**src/hw/rtl/iexu_pkg.sv**
```systemverilog
// Package for the integer execute unit: operation codes, item structs,
// and the mapping from operation code to ALU operation.
// No dependencies.
`default_nettype none

package iexu_pkg;

   localparam int unsigned XLEN       = 32;
   localparam int unsigned FUNC_W     = 5;
   localparam int unsigned REG_IDX_W  = 5;
   localparam int unsigned SHAMT_W    = 5;
   localparam int unsigned WORD_SHIFT = 2;   // offsets count 4-byte words
   localparam int unsigned UPPER_SHIFT = 12;
   localparam logic [XLEN-1:0] WORD_BYTES = XLEN'(4);

   // Operation codes carried in the func field
   localparam logic [FUNC_W-1:0] FUNC_ADD   = 5'd0;
   localparam logic [FUNC_W-1:0] FUNC_SUB   = 5'd1;
   localparam logic [FUNC_W-1:0] FUNC_AND   = 5'd2;
   localparam logic [FUNC_W-1:0] FUNC_OR    = 5'd3;
   localparam logic [FUNC_W-1:0] FUNC_XOR   = 5'd4;
   localparam logic [FUNC_W-1:0] FUNC_SLL   = 5'd5;
   localparam logic [FUNC_W-1:0] FUNC_SRL   = 5'd6;
   localparam logic [FUNC_W-1:0] FUNC_SRA   = 5'd7;
   localparam logic [FUNC_W-1:0] FUNC_SLT   = 5'd8;
   localparam logic [FUNC_W-1:0] FUNC_SLTU  = 5'd9;
   localparam logic [FUNC_W-1:0] FUNC_ADDI  = 5'd10;
   localparam logic [FUNC_W-1:0] FUNC_ANDI  = 5'd11;
   localparam logic [FUNC_W-1:0] FUNC_ORI   = 5'd12;
   localparam logic [FUNC_W-1:0] FUNC_XORI  = 5'd13;
   localparam logic [FUNC_W-1:0] FUNC_SLLI  = 5'd14;
   localparam logic [FUNC_W-1:0] FUNC_SRLI  = 5'd15;
   localparam logic [FUNC_W-1:0] FUNC_SRAI  = 5'd16;
   localparam logic [FUNC_W-1:0] FUNC_SLTI  = 5'd17;
   localparam logic [FUNC_W-1:0] FUNC_SLTIU = 5'd18;
   localparam logic [FUNC_W-1:0] FUNC_LUI   = 5'd19;
   localparam logic [FUNC_W-1:0] FUNC_AUIPC = 5'd20;
   localparam logic [FUNC_W-1:0] FUNC_JAL   = 5'd21;
   localparam logic [FUNC_W-1:0] FUNC_JALR  = 5'd22;
   localparam logic [FUNC_W-1:0] FUNC_BEQ   = 5'd23;
   localparam logic [FUNC_W-1:0] FUNC_BNE   = 5'd24;
   localparam logic [FUNC_W-1:0] FUNC_BLT   = 5'd25;
   localparam logic [FUNC_W-1:0] FUNC_BGE   = 5'd26;
   localparam logic [FUNC_W-1:0] FUNC_BLTU  = 5'd27;
   localparam logic [FUNC_W-1:0] FUNC_BGEU  = 5'd28;

   // Internal ALU operations
   typedef enum logic [3:0] {
      ALU_ADD, ALU_SUB, ALU_AND, ALU_OR, ALU_XOR,
      ALU_SLL, ALU_SRL, ALU_SRA, ALU_SLT, ALU_SLTU,
      ALU_LUI, ALU_AUIPC, ALU_LINK, ALU_NONE
   } alu_op_type;

   typedef struct packed {
      logic [FUNC_W-1:0]    func;
      logic signed [XLEN-1:0] src1;
      logic signed [XLEN-1:0] src2;
      logic signed [XLEN-1:0] imm;
      logic [REG_IDX_W-1:0] dest_reg;
      logic [XLEN-1:0]      pc;
   } req_type;

   typedef struct packed {
      logic signed [XLEN-1:0] result;
      logic                 write_enable;
      logic [REG_IDX_W-1:0] write_index;
      logic [XLEN-1:0]      next_pc;
      logic                 branch_taken;
   } rsp_type;

   // Control-flow outcome handed from the branch unit to the top level
   typedef struct packed {
      logic [XLEN-1:0] next_pc;
      logic            branch_taken;
   } flow_type;

   // Operation code to ALU operation; immediate forms share the register ops
   function automatic alu_op_type alu_op(input logic [FUNC_W-1:0] func);
      alu_op_type op;
      begin
         case (func)
            FUNC_ADD, FUNC_ADDI:   op = ALU_ADD;
            FUNC_SUB:              op = ALU_SUB;
            FUNC_AND, FUNC_ANDI:   op = ALU_AND;
            FUNC_OR, FUNC_ORI:     op = ALU_OR;
            FUNC_XOR, FUNC_XORI:   op = ALU_XOR;
            FUNC_SLL, FUNC_SLLI:   op = ALU_SLL;
            FUNC_SRL, FUNC_SRLI:   op = ALU_SRL;
            FUNC_SRA, FUNC_SRAI:   op = ALU_SRA;
            FUNC_SLT, FUNC_SLTI:   op = ALU_SLT;
            FUNC_SLTU, FUNC_SLTIU: op = ALU_SLTU;
            FUNC_LUI:              op = ALU_LUI;
            FUNC_AUIPC:            op = ALU_AUIPC;
            FUNC_JAL, FUNC_JALR:   op = ALU_LINK;
            default:               op = ALU_NONE;
         endcase
         return op;
      end
   endfunction

endpackage

`default_nettype wire

```
**src/hw/rtl/iexu_alu.sv**
```systemverilog
// Register result path of the integer execute unit: ALU, upper immediates
// and link value. Depends on iexu_pkg.
`default_nettype none

module iexu_alu import iexu_pkg::*; (
   input  wire req_type          req,
   output logic signed [XLEN-1:0] result,
   output logic                  write_enable
);

   alu_op_type      op;
   logic [XLEN-1:0] a;
   logic [XLEN-1:0] b;
   logic [SHAMT_W-1:0] shamt;
   logic [XLEN-1:0] upper;

   // Immediate forms take imm as second operand
   always_comb begin
      op    = alu_op(req.func);
      a     = req.src1;
      b     = (req.func <= FUNC_SLTU) ? req.src2 : req.imm;
      shamt = b[SHAMT_W-1:0];
      upper = XLEN'(req.imm) << UPPER_SHIFT;
   end

   // Result select
   always_comb begin
      write_enable = 1'b1;
      case (op)
         ALU_ADD:   result = a + b;
         ALU_SUB:   result = a - b;
         ALU_AND:   result = a & b;
         ALU_OR:    result = a | b;
         ALU_XOR:   result = a ^ b;
         ALU_SLL:   result = a << shamt;
         ALU_SRL:   result = a >> shamt;
         ALU_SRA:   result = $signed(a) >>> shamt;
         ALU_SLT:   result = XLEN'($signed(a) < $signed(b));
         ALU_SLTU:  result = XLEN'(a < b);
         ALU_LUI:   result = upper;
         ALU_AUIPC: result = req.pc + upper;
         ALU_LINK:  result = req.pc + WORD_BYTES;
         default: begin
            result       = '0;
            write_enable = 1'b0;
         end
      endcase
   end

endmodule

`default_nettype wire

```
**src/hw/rtl/iexu_branch.sv**
```systemverilog
// Next-pc path of the integer execute unit: branch compares, jump targets
// and the sequential pc. Depends on iexu_pkg.
`default_nettype none

module iexu_branch import iexu_pkg::*; (
   input  wire req_type  req,
   output flow_type      flow
);

   logic [XLEN-1:0] a;
   logic [XLEN-1:0] b;
   logic [XLEN-1:0] offs;
   logic [XLEN-1:0] pc_target;
   logic            eq;
   logic            lt_s;
   logic            lt_u;

   // Compares and targets
   always_comb begin
      a         = req.src1;
      b         = req.src2;
      offs      = XLEN'(req.imm) << WORD_SHIFT;
      pc_target = req.pc + offs;
      eq        = (a == b);
      lt_s      = $signed(a) < $signed(b);
      lt_u      = a < b;
   end

   // Direction select
   always_comb begin
      flow.next_pc      = req.pc + WORD_BYTES;
      flow.branch_taken = 1'b0;
      case (req.func)
         FUNC_JAL: begin
            flow.next_pc      = pc_target;
            flow.branch_taken = 1'b1;
         end
         FUNC_JALR: begin
            flow.next_pc      = a + offs;
            flow.branch_taken = 1'b1;
         end
         FUNC_BEQ:  flow.branch_taken = eq;
         FUNC_BNE:  flow.branch_taken = !eq;
         FUNC_BLT:  flow.branch_taken = lt_s;
         FUNC_BGE:  flow.branch_taken = !lt_s;
         FUNC_BLTU: flow.branch_taken = lt_u;
         FUNC_BGEU: flow.branch_taken = !lt_u;
         default:   flow.branch_taken = 1'b0;
      endcase
      if (flow.branch_taken && req.func != FUNC_JALR) begin
         flow.next_pc = pc_target;
      end
   end

endmodule

`default_nettype wire

```
**src/hw/rtl/integer_execute_unit.sv**
```systemverilog
// Top level of the integer execute unit: input register, ALU and branch
// paths, result register. Depends on iexu_pkg, iexu_alu, iexu_branch.
`default_nettype none

// An item is taken on any clock edge where start is high and busy is low;
// busy is high only while reset is held, so a new item may be given every
// cycle. Each item gives exactly one result: it passes the input register,
// then the ALU and branch logic, and is held in the result register.
// rsp_strobe marks the result for a single cycle and results
// appear in item order; the receiver cannot stall, so it must take each
// result in the cycle it is shown.
module integer_execute_unit import iexu_pkg::*; (
   input  wire      clock,
   input  wire      reset,
   input  wire      start,
   output logic     busy,
   input  wire req_type req_item,
   output logic     rsp_strobe,
   output rsp_type  rsp_item
);

   logic    req_valid_ff, req_valid_in;
   req_type req_ff;
   logic    rsp_valid_ff, rsp_valid_in;
   rsp_type rsp_ff, rsp_in;

   logic signed [XLEN-1:0] alu_result;
   logic                   alu_we;
   flow_type               flow;

   assign busy = reset;

   // Input register
   assign req_valid_in = start && !busy;

   always_ff @(posedge clock) begin
      if (reset) begin
         req_valid_ff <= 1'b0;
      end else begin
         req_valid_ff <= req_valid_in;
      end
   end

   always_ff @(posedge clock) begin
      if (req_valid_in) begin
         req_ff <= req_item;
      end
   end

   iexu_alu u_alu (
      .req          (req_ff),
      .result       (alu_result),
      .write_enable (alu_we)
   );

   iexu_branch u_branch (
      .req  (req_ff),
      .flow (flow)
   );

   // Result register
   always_comb begin
      rsp_valid_in         = req_valid_ff;
      rsp_in.result        = alu_result;
      rsp_in.write_enable  = alu_we;
      rsp_in.write_index   = req_ff.dest_reg;
      rsp_in.next_pc       = flow.next_pc;
      rsp_in.branch_taken  = flow.branch_taken;
   end

   always_ff @(posedge clock) begin
      if (reset) begin
         rsp_valid_ff <= 1'b0;
      end else begin
         rsp_valid_ff <= rsp_valid_in;
      end
   end

   always_ff @(posedge clock) begin
      if (rsp_valid_in) begin
         rsp_ff <= rsp_in;
      end
   end

   assign rsp_strobe = rsp_valid_ff;
   assign rsp_item   = rsp_ff;

   // Every accepted item shows its result once through the input and result registers
   a_latency: assert property (@(posedge clock) disable iff (reset)
      (start && !busy) |=> ##1 rsp_strobe)
      else $error("accepted item produced no result");

   // No result without an item in the input register the cycle before
   a_no_spurious: assert property (@(posedge clock) disable iff (reset)
      rsp_strobe |-> $past(req_valid_ff))
      else $error("result strobe without an item");

   // Non-writing results carry a zero value
   a_zero_result: assert property (@(posedge clock) disable iff (reset)
      (rsp_strobe && !rsp_item.write_enable) |-> (rsp_item.result == '0))
      else $error("non-writing item has nonzero result");

   // A taken write is a jump, which links pc + 4
   a_seq_write: assert property (@(posedge clock) disable iff (reset)
      (rsp_strobe && rsp_item.write_enable && rsp_item.branch_taken)
         |-> (rsp_item.result == $past(req_ff.pc) + WORD_BYTES))
      else $error("jump link value is not pc + 4");

endmodule

`default_nettype wire
```
**config.mk**
```make
export PLATFORM = sky130hd
export DESIGN_NAME = integer_execute_unit
export DESIGN_NICKNAME = d
export VERILOG_FILES = /design/src/hw/rtl/iexu_pkg.sv /design/src/hw/rtl/iexu_alu.sv /design/src/hw/rtl/iexu_branch.sv /design/src/hw/rtl/integer_execute_unit.sv
export SDC_FILE = /design/constraint.sdc
export NUM_CORES = 1
export LEC_CHECK = 0
export BUFFER_PORTS_ARGS = -buffer_cell sky130_fd_sc_hd__buf_2
export CORE_MARGIN = 3
export CORE_UTILIZATION = 45
export DETAILED_ROUTE_END_ITERATION = 7
export PLACE_DENSITY_LB_ADDON = 0.2
export REMOVE_ABC_BUFFERS = 1
export SYNTH_ARGS = -nofsm -noshare
export SYNTH_HDL_FRONTEND = slang
export SYNTH_SLANG_ARGS = --single-unit
```
**constraint.sdc**
```tcl
create_clock -name clock -period 12 [get_ports clock]
set_clock_uncertainty 0.2 [all_clocks]
set_input_delay 0 -clock clock [delete_from_list [all_inputs] [get_ports clock]]
set_output_delay 0 -clock clock [all_outputs]
set_load 0.05 [all_outputs]
```
==> impl_metrics.py <==
metrics = {
    "outcome": {
        "result_of_the_run": "finished, final reports clean",
    },
    "cells_and_area": {
        "area_added_between_synthesis_and_finish_pct": 23.9,
        "proportion_of_layout_cells_with_a_drive_suffix_above_1_pct": 12.5,
        "multiInputGateArea_um2": 14600,
        "layout.area.seq_um2": 6400,
        "nNetsFinal": 3331,
        "nFillCells": 4239,
    },
    "cts": {
        "htree_levels": 1,
        "tritoncts": "done",
        "post_cts.resized_instances": 0,
        "cts_buffer_depth": 3,
        "clk_pin_slew_ps": 60,
        "ctsRootBufferMaster": "clkbuf_16",
        "clock_insertion_delay_worst_skew_ps": 570,
        "post-cts-setup-buffers": 0,
        "tritoncts_num_sinks": 215,
        "tritoncts.num_buffers": 26,
    },
    "global_routing": {
        "global_route.usage.total_pct": 36.0,
        "global_route_wire_length_before_repair_um": 141000,
        "grt.overflow.total": 0,
        "grt_pass1_vias": 22600,
        "antenna_found_initial": 7,
        "largest_net_degree_at_the_start_of_global_routing": 70,
    },
    "sta": {
        "timing.max_slew.rel_slack_pct": 28.7,
        "layout_min_cycle_time_ps": 6330,
        "final-max-slew-violation-count": 0,
        "clock.fmax_ghz": 0.158,
        "post-route-worst-setup-slack_ps": 5670,
        "setup_repair_after_global_routing_missed_its_margin": "no",
        "fin_crit_sh_pct": 52.7,
        "fin_tns_setup_ps": 0,
        "timing_worst_slew_pin_value_ps": 1060,
        "report.final.hold_viol_count": 0,
        "report.final.setup_viol": 0,
    },
    "worst_setup_path": {
        "reg2reg_slack_ps": 5670,
        "cpMaxStageDelayCell": "edfxtp_1",
        "critPathMaxStageDelay_ps": 690,
        "arrival_ps": 6440,
        "critical_path.startpoint_type": "register",
        "worstSetupEndpointType": "register",
        "cp_num_cells": 16,
        "cp_max_fo": 52,
        "worst_path_dominant_cell_family": "compound AO/OA/AOI/OAI gates",
        "path_buf_inv": 4,
        "reg2reg_to": "rsp_item[69]$_DFFE_PP_",
        "cp-endpoint": "rsp_item[69]$_DFFE_PP_",
        "worst-setup-path-type": "reg2reg",
        "critPathLaunch": "req_ff[134]$_DFFE_PP_",
        "worst_r2r_path_depth": 16,
        "cp_cell_sequence": "o21ai_1 > a22oi_4 > buf_4 > inv_2 > buf_4 > ha_1 > a21o_1 > a221o_1 > a211oi_1 > o31ai_1 > buf_4 > a221o_1 > a211oi_1 > nor2_1 > a311o_1 > a221o_1",
        "rr_startpoint": "req_ff[134]$_DFFE_PP_",
        "cp_data_required_time_ps": 12110,
    },
    "logic_synthesis": {
        "mappedNetlistArea_um2": 22000,
        "synth-async-reset-ratio_pct": 0,
        "synth_enable_flop_cells": 209,
        "syn_area_per_cell_um2": 8.64,
        "synth_top_cell_area_share_pct": 28.5,
        "synth_warnings": 0,
        "share_of_synthesized_area_occupied_by_flip_flops_and_latches_pct": 29.0,
        "netlist_instances": 2549,
        "synth.area.top_cells": "edfxtp_1, ha_1, mux2i_1",
        "post-synth-top-count-cell": "nor2_1",
        "ys_seq_elements": 215,
        "post-synth-top-area-cell": "edfxtp_1",
        "synth.distinct_cells": 84,
        "netlist_top_cells_count": "nor2_1, ha_1, edfxtp_1",
        "most_common_flop_cell_mapped_by_yosys": "edfxtp_1",
    },
    "floorplanning": {
        "rows": 80,
        "fp.dieArea_um2": 51600,
        "ios": 214,
        "initial_utilization_pct": 45.8,
        "fp.dieW_um": 227,
        "design.core.area_um2": 48000,
        "die_extent_in_y_um": 227,
    },
    "drt": {
        "initialDrtViolationCount": 2779,
        "remaining_drc_errors": 0,
        "drt.antenna.violating_nets": 0,
        "drt_pre_antenna_iters": 6,
        "drt_wl_total_um": 95500,
        "vias": 23100,
        "post_drt_wl_per_cell_um": 26.4,
        "post_drt_via_cell_ratio": 6.39,
    },
    "place": {
        "placement.setup.worst_slack_ps": 5770,
        "finalWeightedCongestion": 1.02,
        "sum_of_net_half_perimeters_after_detailed_placement_um": 70100,
        "port-buffer-count": 213,
    },
    "power": {
        "switchingPower_mw": 1.41,
        "internal_dissipation_mw": 1.92,
        "leakagePower_nw": 11.4,
        "power.share.combinational_pct": 45.2,
        "worst_ir_drop_vdd_mv": 0.127,
        "power-per-cell-area_nw_per_um2": 122,
        "p_seq_share_pct": 30.8,
        "clock_network_fraction_of_design_power_pct": 24.0,
        "netSwitchingFraction_pct": 42.3,
    },
    "min_path": {
        "timing.hold.worst.class": "in2reg",
    },
    "run": {
        "drv.max_cap_violation_count": 0,
    },
}
[what timing repair did]
| item | CTS | global route |
|---|---|---|
| endpoints found under the setup margin | 0 | 0 |
| hold buffers | 279 | 0 |
| hold endpoints to repair | 170 | 0 |
[worst reg2reg max path: stages, from the launching register on]
cell,delay (ps)
edfxtp_1,690
o21ai_1,630
a22oi_4,150
buf_4,320
inv_2,110
buf_4,510
ha_1,420
a21o_1,200
a221o_1,420
a211oi_1,490
o31ai_1,150
buf_4,180
a221o_1,370
a211oi_1,400
nor2_1,120
a311o_1,370
a221o_1,350
[flip-flops by register name, summed over array words and instances, names as in the netlist]
register,flops
req_valid_ff,1
rsp_strobe,1
u_alu.op,4
rsp_item,71
req_ff,138
[power groups by stage]
stage | sequential [mW] | clock [mW] | combinational [mW]
after floorplan | 1.08 | 0 | 0.871
after global placement | 1.03 | 0 | 1.37
after detailed placement | 1.03 | 0 | 1.38
after CTS | 1.01 | 0.811 | 1.45
after global routing | 1.02 | 0.838 | 1.60
final | 1.02 | 0.798 | 1.50
[layer usage]
| metal | share of wire [%] | track usage [%] |
|---|---|---|
| met5 | 0.028 | 0 |
| met2 | 45 | 57.0 |
| met1 | 41 | 48.1 |
| met4 | 4.3 | 14.4 |
| met3 | 9.7 | 7.87 |
[worst min path at each step]
stage,from,to,slack [ps],depth (start not counted)
6_report,reset,rsp_strobe$_SDFF_PP0_,60,3
3_3_place_gp,req_item[67],req_ff[67]$_DFFE_PP_,-20,1
3_5_place_dp,req_item[48],req_ff[48]$_DFFE_PP_,-20,1
4_1_cts,reset,rsp_strobe$_SDFF_PP0_,2,3
2_1_floorplan,reset,busy,-200,0
5_1_grt,reset,rsp_strobe$_SDFF_PP0_,60,3
[layout make-up]
class / instances / share of cell area [%]
Timing Repair Buffer: 526 / 15.1
Sequential cell: 215 / 23.5
Inverter: 160 / 2.20
Antenna cell: 4 / 0.0367
Multi-Input combinational cell: 2043 / 53.3
Clock inverter: 17 / 0.550
Tap cell: 615 / 2.82
Clock buffer: 31 / 2.53
[stage by stage]
step                      total power, mW  instances  util, %  hold WS [ps]  area, µm²
after floorplan                      1.95       2418        -          -200      21500
after global placement               2.39       3280     49.2         -23.4      23600
after detailed placement             2.41       3280     49.2         -21.9      23600
after CTS                            3.28       3607     56.8          2.17      27300
after global routing                 3.47       3608     56.8          58.8      27300
final                                3.32       3611     56.8          61.4      27300
[kinds of logic (layout without fill, tap and decap cells)]
kind of cell / count (synthesis) / after routing / synth area share (%)
AOI/OAI and AO/OA: 797 / 797 / 24.4
and+or+nand+nor: 715 / 715 / 15.1
buffers and inverters: 291 / 734 / 5.10
adders and majority gates: 218 / 218 / 12.5
DFF: 215 / 215 / 29.0
muxes: 206 / 206 / 9.64
xor gates and xnor gates: 107 / 107 / 4.25
other: 0 / 4 / 0
[cell usage in the layout (no fill, tap or decap), types with 34 or more instances in the layout]
cell / instances
buf_4: 34
ha_1: 214
a211oi_1: 36
o22ai_1: 46
inv_1: 155
mux2i_1: 157
xor2_1: 42
nand2_1: 175
mux2_2: 49
a21oi_1: 205
o21ai_0: 150
o211ai_1: 42
nor3_1: 66
nand3_1: 57
a21o_1: 43
dlygate4sd3_1: 279
edfxtp_1: 209
buf_2: 213
xnor2_1: 65
nor2_1: 249
Power figures use the tool's default switching activity.
